File: src/rtl/ptcr_pkg.sv
`timescale 1ns / 1ps
// Shared types and constants for the page table with clock replacement.
// No dependencies; every other file of the block refers to it by scoped names.
package ptcr_pkg;

  // Fixed field widths of the request and result channels.
  localparam int OPCODE_W = 3;
  localparam int VADDR_W  = 24;
  localparam int COUNT_W  = 15;
  localparam int FLAGS_W  = 2;
  localparam int FNUM_W   = 22;
  localparam int STATUS_W = 2;
  localparam int PHYS_W   = 32;

  // Request opcodes.
  localparam logic [OPCODE_W-1:0] OP_ACCESS  = 3'd0;
  localparam logic [OPCODE_W-1:0] OP_MAP     = 3'd1;
  localparam logic [OPCODE_W-1:0] OP_UNMAP   = 3'd2;
  localparam logic [OPCODE_W-1:0] OP_INSTALL = 3'd3;
  localparam logic [OPCODE_W-1:0] OP_EVICT   = 3'd4;

  // Result status codes.
  localparam logic [STATUS_W-1:0] ST_OK       = 2'd0;
  localparam logic [STATUS_W-1:0] ST_TRAP     = 2'd1;
  localparam logic [STATUS_W-1:0] ST_FAULT    = 2'd2;
  localparam logic [STATUS_W-1:0] ST_NOVICTIM = 2'd3;

  // Bit positions inside a table entry; the frame number starts at E_FRAME_LSB.
  localparam int E_FLAGS_LSB = 0;
  localparam int E_MAPPED    = 2;
  localparam int E_ACCESSED  = 3;
  localparam int E_DIRTY     = 4;
  localparam int E_FRAME_LSB = 5;

  // Which kind of result the datapath stages.
  typedef enum logic [2:0] {
    RES_OK       = 3'd0,
    RES_TRAP     = 3'd1,
    RES_FAULT    = 3'd2,
    RES_NOVICTIM = 3'd3,
    RES_ACCESS   = 3'd4,
    RES_VICTIM   = 3'd5
  } res_e;

  // Commands from the controller to the datapath.
  typedef struct packed {
    logic take_req;  // latch the incoming request
    logic clr_wr;    // write a zero entry at the sweep pointer and advance
    logic ptr_init;  // load the sweep pointer and run length from the request
    logic rd_ptr;    // read at the sweep pointer and advance
    logic wr_fill;   // write the run fill value at the sweep pointer and advance
    logic wr_page;   // write back the updated entry of the request page
    logic rd_hand;   // read the entry under the clock hand
    logic ev_start;  // clear the visit count
    logic ev_visit;  // settle the entry under the hand and advance the hand
    logic set_res;   // stage a result of kind res_kind
    res_e res_kind;
    logic push_out;  // move the staged result into the output register
  } cmd_t;

  // Status from the datapath to the controller.
  typedef struct packed {
    logic [OPCODE_W-1:0] op;
    logic aligned;
    logic run_fits;
    logic page_in;
    logic va_nonzero;
    logic cnt_zero;
    logic left_last;
    logic e_mapped;
    logic e_resident;
    logic e_accessed;
    logic clash;
    logic ev_last;
    logic init_last;
    logic out_free;
  } sts_t;

endpackage

File: src/rtl/ptcr_ctrl.sv
`timescale 1ns / 1ps
// Controller of the page table: one-hot state machine that sequences each request.
// Depends on ptcr_pkg for the command and status structs and the opcodes.
module ptcr_ctrl (
  input  logic             clk_i,
  input  logic             rst_ni,
  input  logic             in_valid_i,
  output logic             in_ready_o,
  input  ptcr_pkg::sts_t   sts_i,
  output ptcr_pkg::cmd_t   cmd_o
);

  typedef enum logic [8:0] {
    S_INIT       = 9'b000000001,
    S_IDLE       = 9'b000000010,
    S_DISPATCH   = 9'b000000100,
    S_MAP_SCAN   = 9'b000001000,
    S_MAP_DECIDE = 9'b000010000,
    S_FILL       = 9'b000100000,
    S_EV_READ    = 9'b001000000,
    S_EV_CHECK   = 9'b010000000,
    S_PUSH       = 9'b100000000
  } state_e;

  state_e state_q, state_d;

  assign in_ready_o = (state_q == S_IDLE);

  always_comb begin
    cmd_o    = '0;
    state_d  = state_q;
    unique case (state_q)
      S_INIT: begin
        // Clearing pass: one entry per cycle until the last one is written.
        cmd_o.clr_wr = 1'b1;
        if (sts_i.init_last) begin
          state_d = S_IDLE;
        end
      end
      S_IDLE: begin
        if (in_valid_i) begin
          cmd_o.take_req = 1'b1;
          state_d        = S_DISPATCH;
        end
      end
      S_DISPATCH: begin
        state_d        = S_PUSH;
        cmd_o.set_res  = 1'b1;
        cmd_o.res_kind = ptcr_pkg::RES_TRAP;
        unique case (sts_i.op)
          ptcr_pkg::OP_ACCESS: begin
            if (sts_i.page_in && sts_i.e_mapped && sts_i.e_resident) begin
              cmd_o.wr_page  = 1'b1;
              cmd_o.res_kind = ptcr_pkg::RES_ACCESS;
            end else begin
              cmd_o.res_kind = ptcr_pkg::RES_FAULT;
            end
          end
          ptcr_pkg::OP_MAP, ptcr_pkg::OP_UNMAP: begin
            if (sts_i.aligned && sts_i.run_fits) begin
              if (sts_i.cnt_zero) begin
                cmd_o.res_kind = ptcr_pkg::RES_OK;
              end else begin
                cmd_o.set_res  = 1'b0;
                cmd_o.ptr_init = 1'b1;
                state_d = (sts_i.op == ptcr_pkg::OP_MAP) ? S_MAP_SCAN : S_FILL;
              end
            end
          end
          ptcr_pkg::OP_INSTALL: begin
            if (sts_i.va_nonzero && sts_i.page_in && sts_i.e_mapped) begin
              cmd_o.wr_page  = 1'b1;
              cmd_o.res_kind = ptcr_pkg::RES_OK;
            end
          end
          ptcr_pkg::OP_EVICT: begin
            cmd_o.set_res  = 1'b0;
            cmd_o.ev_start = 1'b1;
            state_d        = S_EV_READ;
          end
          default: begin
            cmd_o.res_kind = ptcr_pkg::RES_TRAP;
          end
        endcase
      end
      S_MAP_SCAN: begin
        cmd_o.rd_ptr = 1'b1;
        if (sts_i.left_last) begin
          state_d = S_MAP_DECIDE;
        end
      end
      S_MAP_DECIDE: begin
        if (sts_i.clash) begin
          cmd_o.set_res  = 1'b1;
          cmd_o.res_kind = ptcr_pkg::RES_TRAP;
          state_d        = S_PUSH;
        end else begin
          cmd_o.ptr_init = 1'b1;
          state_d        = S_FILL;
        end
      end
      S_FILL: begin
        cmd_o.wr_fill = 1'b1;
        if (sts_i.left_last) begin
          cmd_o.set_res  = 1'b1;
          cmd_o.res_kind = ptcr_pkg::RES_OK;
          state_d        = S_PUSH;
        end
      end
      S_EV_READ: begin
        cmd_o.rd_hand = 1'b1;
        state_d       = S_EV_CHECK;
      end
      S_EV_CHECK: begin
        cmd_o.ev_visit = 1'b1;
        if (sts_i.e_resident && !sts_i.e_accessed) begin
          cmd_o.set_res  = 1'b1;
          cmd_o.res_kind = ptcr_pkg::RES_VICTIM;
          state_d        = S_PUSH;
        end else if (sts_i.ev_last) begin
          cmd_o.set_res  = 1'b1;
          cmd_o.res_kind = ptcr_pkg::RES_NOVICTIM;
          state_d        = S_PUSH;
        end else begin
          state_d = S_EV_READ;
        end
      end
      S_PUSH: begin
        if (sts_i.out_free) begin
          cmd_o.push_out = 1'b1;
          state_d        = S_IDLE;
        end
      end
      default: begin
        state_d = S_IDLE;
      end
    endcase
  end

  always_ff @(posedge clk_i or negedge rst_ni) begin
    if (!rst_ni) begin
      state_q <= S_INIT;
    end else begin
      state_q <= state_d;
    end
  end

endmodule

File: config.mk
export PLATFORM = sky130hd
export DESIGN_NAME = ptcr_ctrl
export DESIGN_NICKNAME = d
export VERILOG_FILES = /design/src/rtl/ptcr_pkg.sv /design/src/rtl/ptcr_ctrl.sv
export SDC_FILE = /design/constraint.sdc
export NUM_CORES = 1
export LEC_CHECK = 0
export BUFFER_PORTS_ARGS = -buffer_cell sky130_fd_sc_hd__buf_4
export CAP_MARGIN = 20
export CORE_ASPECT_RATIO = 1.25
export CORE_MARGIN = 2
export CORE_UTILIZATION = 30
export CTS_CLUSTER_SIZE = 24
export DETAILED_ROUTE_END_ITERATION = 12
export HOLD_SLACK_MARGIN = 0.1
export PLACE_DENSITY = 0.57
export SLEW_MARGIN = 25
export SYNTH_ARGS = -nofsm -noshare
export SYNTH_HDL_FRONTEND = slang
export SYNTH_SLANG_ARGS = --single-unit
File: constraint.sdc
create_clock -name clk_i -period 3.16 [get_ports clk_i]
set_input_delay 0.158 -clock clk_i [delete_from_list [all_inputs] [get_ports clk_i]]
set_output_delay 0.158 -clock clk_i [all_outputs]
set_load 0.01 [all_outputs]
# Word-level counts from Yosys, hierarchy flattened
# Index checks and enable logic that the tools add are counted.
# word_totals
elab_cells	74
ff_bits	9
# op_classes
n_eq_ne	18
n_reduce_logical	10
muxes	45
# op_table
cell	n
two-way mux 9 bit	10
one-hot mux 9 bit (9 select lines)	1
two-way mux 1 bit	21
two-way mux 4 bit	5
one-hot mux 9 bit (2 select lines)	1
one-hot mux 4 bit (4 select lines)	1
!= test 2 bit (second input constant)	5
== test 9 x 1 -> 1 bit (second input constant)	1
== test 9 x 2 -> 1 bit (second input constant)	1
== test 9 x 3 -> 1 bit (second input constant)	1
== test 9 x 4 -> 1 bit (second input constant)	1
== test 9 x 5 -> 1 bit (second input constant)	1
== test 9 x 6 -> 1 bit (second input constant)	1
== test 9 x 7 -> 1 bit (second input constant)	1
== test 9 x 8 -> 1 bit (second input constant)	1
== test 9 bit (second input constant)	1
one-hot mux 3 bit (3 select lines)	1
== test 3 x 2 -> 1 bit (second input constant)	2
logical AND 1 bit	6
two-way mux 6 bit	1
one-hot mux 1 bit (2 select lines)	3
AND reduction 5 bit	1
== test 3 x 1 -> 1 bit (second input constant)	1
== test 3 bit (second input constant)	1
4 further kinds	4

# Logic depth before layout (Yosys ltp)
# Gate-level depths: netlist of run 1.
# logic_depth
ltp_word	6
mapped_depth	5
ltp_nobuf	4

# Least setup slack after synthesis of run 1
# Ideal clock, no wire load.
# synth_path
kind	reg2out
start	register state_q[6]
end	output cmd_o[8] (netlist bit)
stages_incl_launch_ff	5
path_slack_ns	1.480
required_time_ns	3.002
arrival_ns	1.522
cell_sequence	dfrtp_1 -> buf_4 -> nor3_4 -> nand4_2 -> a2111oi_1
# synth_lines
item	line	source
start, declared	ptcr_ctrl.sv:25	state_e state_q, state_d;
start signal, assigned	ptcr_ctrl.sv:144	state_q <= state_d;
end, declared	ptcr_ctrl.sv:10	output ptcr_pkg::cmd_t cmd_o

==> run_results.csv, run 1 <==
group,metric,value,unit
final_layout,final_common_cell,"buf_4",
route,drt-initial-drc-count,35,
final_layout,drive_gt1_share,33.1,%
timing,max_freq,473,MHz
setup_path,critical_path_class,"reg2out",
route,wirelength,2170,µm
final_layout,seq_area,226,µm²
timing,period_needed,2.11,ns
logic_synthesis,synth_flop_cell,"dfrtp_1",
setup_path,cp_max_fo,8,
timing,maxSlewHeadroom,66.8,%
route,drc,0,
global_route,first_global_vias,886,
route,via_per_inst,5.39,
route,vias,900,
timing,worstMarginPinSlew,0.494,ns
timing,setup_viol,0,
power,ir_drop,0.299,mV
clock_network,cts_buffers,3,
floorplanning,rows,21,
floorplanning,num_io_pins,34,
route,wl_per_cell,13.0,µm
final_layout,final_cells,167,
floorplanning,dieHeight,64.5,µm
setup_path,reg2reg_depth,4,
placement,gp_congestion,0.797,
logic_synthesis,async_reset_ff_share,100,%
global_route,antenna_found_initial,0,
placement,post_dp_cell_area,1130,µm²
setup_path,end_kind,"output port",
global_route,grt_usage,14.3,%
final_layout,num_antenna_cells,0,
logic_synthesis,synth_warnings,0,
clock_network,post_cts_buffers,0,
clock_network,clkLatencyLatePin,0.25,ns
final_layout,fin_area,1180,µm²
global_route,grt_start_max_net_pins,11,
setup_path,critPathRequiredTime,3.00,ns
setup_path,crit_slowest_cell,"dfrtp_1",
placement,port-buffer-count,33,
logic_synthesis,syn_area,877,µm²
hold_path,hold_class,"in2reg",
logic_synthesis,synth_edf_count,0,
logic_synthesis,synth.avg_cell_area,8.77,µm²
run_status,outcome,"finished clean",
setup_path,arrival,1.96,ns
clock_network,tritoncts,"done",
clock_network,cts_num_sinks,9,
timing,rsz0062_at_grt,"false",
floorplanning,fp.dieW,52.4,µm
hold_path,min_delay_path_depth,2,
clock_network,path_clk_slew,0.06,ns
power,powerDensity,446,nW/µm²
final_layout,area_growth,34.1,%
global_route,grt_pass1_wl,3740,µm
floorplanning,core,2730,µm²
final_layout,multiInputGateArea,606,µm²
final_layout,final_nets,153,
final_layout,largest_reg_flops,9,
floorplanning,dieArea,3370,µm²
logic_synthesis,ys_types,50,
logic_synthesis,synth.net_count,119,
final_layout,top_regs,"state_q (9)",
setup_path,path_cells,"nor3_2 -> nand4_2 -> nor4_1 -> o21a_1 -> buf_4",
timing,skew,0.00549,ns
placement,dp_hpwl,1790,µm
logic_synthesis,synth.ff_latch_count,9,
setup_path,start_kind,"flop",
timing,setup_tns,0,ns
logic_synthesis,synthCells,100,
setup_path,cp_slowest_stage_delay,0.45,ns
route,ant_nets,0,
clock_network,clock_path_buffers,2,
placement,dp.cells,161,
logic_synthesis,seq_area_frac_synth,25.8,%
run,drv_cap,0,
timing,slew_violations,0,
timing,fin_worst_hold_slack,0.120,ns
final_layout,fill_cells,282,
final_layout,largest_register,"state_q",
timing,period_share,66.9,%
power,leakagePower,0.000529,µW
clock_network,ctsRootBufferMaster,"clkbuf_4",
global_route,overflow,0,
clock_network,h-tree-depth,1,
final_layout,layout_common_cells,"buf_4 (33), nor2_1 (8), dfrtp_1 (8), nand2_1 (7), nand3_1 (5)",
timing,hold_viol,0,
floorplanning,start_util,32.1,%
route,drt_first_pass_iters,4,
cells by family (layout without fill, tap and decap cells):
group	after synthesis	count (layout)	share of synthesized area (%)
AOI/OAI and AO/OA	18	18	16.4
buffers and inverters	8	41	5.14
muxes	1	1	1.28
xor gates and xnor gates	4	4	4.00
and+or+nand+nor	60	60	47.4
DFF	9	9	25.8
worst paths after layout:
check / slack [ns] / startpoint / end
max: 1.05 / state_q[1] / cmd_o[3]
min: 0.12 / sts_i[2] / state_q[6]
max reg2reg: 1.42 / state_q[4] / state_q[1]
min reg2reg: 0.55 / state_q[0] / state_q[0]
max in group asynchronous: 2.68 / rst_ni / state_q[0]
min in group asynchronous: 0.26 / rst_ni / state_q[4]
Yosys cell counts (3+ instances only):
master / n / area, µm²
o21ai_1: 3 / 15.0
nand2_1: 7 / 26.3
buf_2: 3 / 15.0
nand3_1: 5 / 25.0
nand2b_1: 4 / 25.0
nor4b_1: 3 / 26.3
nor2_1: 8 / 30.0
dfrtp_1: 8 / 200
nor4_1: 3 / 18.8
nor2b_1: 3 / 18.8
nor3_1: 4 / 20.0
layout make-up:
class,count,share of cell area [%]
Clock buffer,4,2.23
Multi-Input combinational cell,83,51.5
Timing Repair Buffer,35,22.8
Inverter,2,0.638
Sequential cell,9,19.3
Tap cell,34,3.62
worst max-delay path: cells and delay by family (launching register included):
kind | cells | cell delay [ns]
AO/OA/AOI/OAI | 1 | 0.16
flip-flops | 1 | 0.45
buffers and inverters | 1 | 0.11
AND/OR/NAND/NOR | 3 | 0.98
routing by layer:
layer / up-vias / track usage, % / part of all wire, %
met1: 400 / 17.6 / 43
met5: - / 0 / 0
li1: 455 / - / -
met2: 41 / 24.1 / 47
met4: 0 / 6.09 / 1.3
met3: 4 / 2.07 / 8.5
power by group:
part	total [µW]	switching (µW)	internal, µW
logic	270	137	134
clock network	85.2	36.7	48.4
registers	169	36.5	132
total	524	210	314
what timing repair did:
item                                   4_1_cts  5_1_grt
endpoints found under the hold margin       10        0
hold buffers                                 2        0
gates resized for setup                      0        0
metrics by stage:
stage	util, %	total power, µW	setup WS [ns]
floorplan	-	349	1.48
global placement	41.3	439	1.34
detailed placement	41.3	440	1.33
CTS	43.0	529	1.05
global route	43.0	572	0.874
finish	43.0	524	1.05
Note: power is estimated with default switching activity, not from simulation.
==> run 2, diff against run 1 <==
Settings changed: ABC_AREA from default to 1, PLACE_DENSITY 0.57 to 0.59.
Clock period 3.16 ns to 1.9 ns, I/O delays scaled along.
==> run_results.csv, run 2 <==
group,metric,value,unit
run_status,outcome,"finished clean",
final_layout,final_common_cell,"buf_4",
logic_synthesis,synth_warnings,0,
logic_synthesis,synth.net_count,157,
power,p_comb_share,55.8,%
run,drv_cap,0,
final_layout,final_cells,211,
logic_synthesis,yosys.area_share.adder,0,%
logic_synthesis,synth_compound_area_share,8.84,%
timing,worstMarginPinSlew,0.247,ns
global_route,grtUsageMet2,26.6,%
final_layout,finalCoreUtilization,44.7,%
clock_network,clkLatencyLatePin,0.27,ns
final_layout,layout_common_cells,"buf_4 (33), inv_1 (29), nand2_1 (26), nor2_1 (25), nand3_1 (11)",
setup_path,start_kind,"flop",
timing,setup_viol,0,
final_layout,seq_area,226,µm²
setup_path,critPathRequiredTime,1.80,ns
power,power.internal,493,µW
final_layout,top_regs,"state_q (9)",
route,wl_per_cell,10.8,µm
logic_synthesis,async_reset_ff_share,100,%
logic_synthesis,muxShareOfSynthArea,0,%
logic_synthesis,synth_flop_cell,"dfrtp_1",
power,clkPwrFrac,17.2,%
route,drc,0,
final_layout,final_nets,197,
logic_synthesis,yosys.area.top_type,"dfrtp_1",
placement,post_dp_cell_area,1140,µm²
setup_path,end_kind,"output port",
clock_network,tritoncts,"done",
route,ant_nets,0,
floorplanning,rows,21,
timing,rsz0062_at_grt,"false",
clock_network,ctsRootBufferMaster,"clkbuf_4",
power,netSwitchingFraction,44.4,%
global_route,grt_start_max_net_pins,10,
global_route,grt_usage,15.5,%
floorplanning,fp.dieW,51.6,µm
placement,dp.cells,205,
setup_path,cp_max_fo,4,
clock_network,post_cts_buffers,0,
logic_synthesis,synthSimpleGateAreaFrac,50.8,%
final_layout,fill_cells,307,
placement,gp_congestion,0.827,
logic_synthesis,synth_edf_count,0,
route,via_per_inst,4.63,
hold_path,hold_class,"in2reg",
floorplanning,start_util,31.7,%
global_route,busiest_layer,"met2",
global_route,grtUsageMet1,17.2,%
setup_path,arrival,1.71,ns
logic_synthesis,synth-xor-area-share,0,%
route,wirelength,2280,µm
logic_synthesis,seq_area_frac_synth,26.7,%
global_route,use_met3,2.37,%
placement,dp_hpwl,1970,µm
final_layout,largest_reg_flops,9,
setup_path,critical_path_class,"reg2out",
timing,skew,0.00554,ns
power,seqPwrFrac,27.1,%
logic_synthesis,synthTopCellsByArea,"dfrtp_1 (24%), inv_1 (13%), nand2_1 (11%)",
timing,period_needed,1.80,ns
power,leakagePower,0.000719,µW
logic_synthesis,yosysMostFrequentCell,"inv_1",
final_layout,num_antenna_cells,0,
final_layout,fin_area,1200,µm²
power,powerDensity,739,nW/µm²
power,ir_drop,0.270,mV
floorplanning,core,2680,µm²
timing,hold_viol,0,
global_route,overflow,0,
timing,setup_tns,0,ns
power,p_total,886,µW
clock_network,cts_num_sinks,9,
clock_network,h-tree-depth,1,
timing,slew_violations,0,
floorplanning,dieArea,3280,µm²
timing,period_share,94.9,%
final_layout,area_growth,41.1,%
logic_synthesis,synth_top_family_by_area,"simple AND/OR/NAND/NOR gates",
power,switchingPower,393,µW
clock_network,path_clk_slew,0.06,ns
route,drt-initial-drc-count,23,
floorplanning,num_io_pins,34,
final_layout,largest_register,"state_q",
logic_synthesis,synthCells,138,
clock_network,clock_path_buffers,2,
final_layout,multiInputGateArea,519,µm²
placement,port-buffer-count,33,
logic_synthesis,synth.avg_cell_area,6.16,µm²
floorplanning,dieHeight,63.5,µm
clock_network,cts_buffers,3,
route,drt_first_pass_iters,4,
logic_synthesis,ys_types,24,
logic_synthesis,netlist_top_cells_count,"inv_1 (29), nand2_1 (26), nor2_1 (26)",
global_route,first_global_vias,993,
logic_synthesis,syn_area,850,µm²
logic_synthesis,yosysTopAreaCellShare,23.6,%
route,vias,977,
global_route,grt_pass1_wl,3930,µm
timing,maxSlewHeadroom,83.4,%
logic_synthesis,synth.ff_latch_count,9,
timing,max_freq,555,MHz
final_layout,drive_gt1_share,32.2,%
global_route,antenna_found_initial,0,
run 2: changes by cell type in the layout (fill, tap and decap cells not counted), moves of 4 or more:
cell | previous run | this run
inv_1 | 2 | 29
nand2_1 | 7 | 26
nor2_1 | 8 | 25
nand3_1 | 5 | 11
nand2b_1 | 4 | 0
nand3_2 | 0 | 4
run 2: cell type report:
cell class | instances | area share (%)
Clock buffer | 4 | 2.19
Sequential cell | 9 | 18.9
Tap cell | 34 | 3.55
Timing Repair Buffer | 35 | 22.3
Multi-Input combinational cell | 98 | 43.3
Inverter | 31 | 9.71
run 2: stage by stage:
step	hold WS, ns	setup slack [ns]
global placement	-0.0730	0.289
finish	0.132	0.0969
floorplan	-0.201	0.581
detailed placement	-0.0698	0.301
CTS	0.124	0.0576
global route	0.142	0.00306
run 2: cell families after synthesis:
kind of cell | Yosys count
and+or+nand+nor | 86
AOI/OAI and AO/OA | 12
DFF | 9
buffers and inverters | 31
run 2: power groups by stage:
stage | Clock (µW) | Combinational (µW) | Sequential [µW]
after floorplan | 0 | 328 | 239
after global placement | 0 | 480 | 243
after detailed placement | 0 | 485 | 244
after CTS | 158 | 493 | 240
after global routing | 169 | 553 | 245
final | 152 | 494 | 240
run 2: path summary, 6_finish.rpt:
check	from	end	slack, ns	cells past startpoint
min in group asynchronous	rst_ni	state_q[4]	0.19	2
hold reg to reg	state_q[1]	state_q[1]	0.62	4
hold / removal	in_valid_i	state_q[2]	0.13	3
setup / recovery	state_q[0]	cmd_o[4]	0.1	10
max in group asynchronous	rst_ni	state_q[0]	1.50	2
setup reg to reg	state_q[0]	state_q[1]	0.36	9
run 2: timing repair:
item	4_1_cts	5_1_grt
hold endpoints to repair	10	0
gates resized for setup	1	2
hold buffers	2	0
setup endpoints to repair	1	3
run 2: metal layers:
metal / share of wire, % / vias up
met5: 0 / -
li1: - / 506
met4: 2.4 / 0
met1: 40 / 428
met3: 5.3 / 5
met2: 52 / 38
run 2: worst max-delay path: stages, from the launching register on:
cell and delay [ns]:
dfstp_2 0.54, nor2_1 0.05, nand2_1 0.11, inv_1 0.09
nand3_2 0.11, inv_2 0.05, nand2_1 0.08, o21ai_2 0.07
nor2_2 0.10, nand2_1 0.07, buf_4 0.14
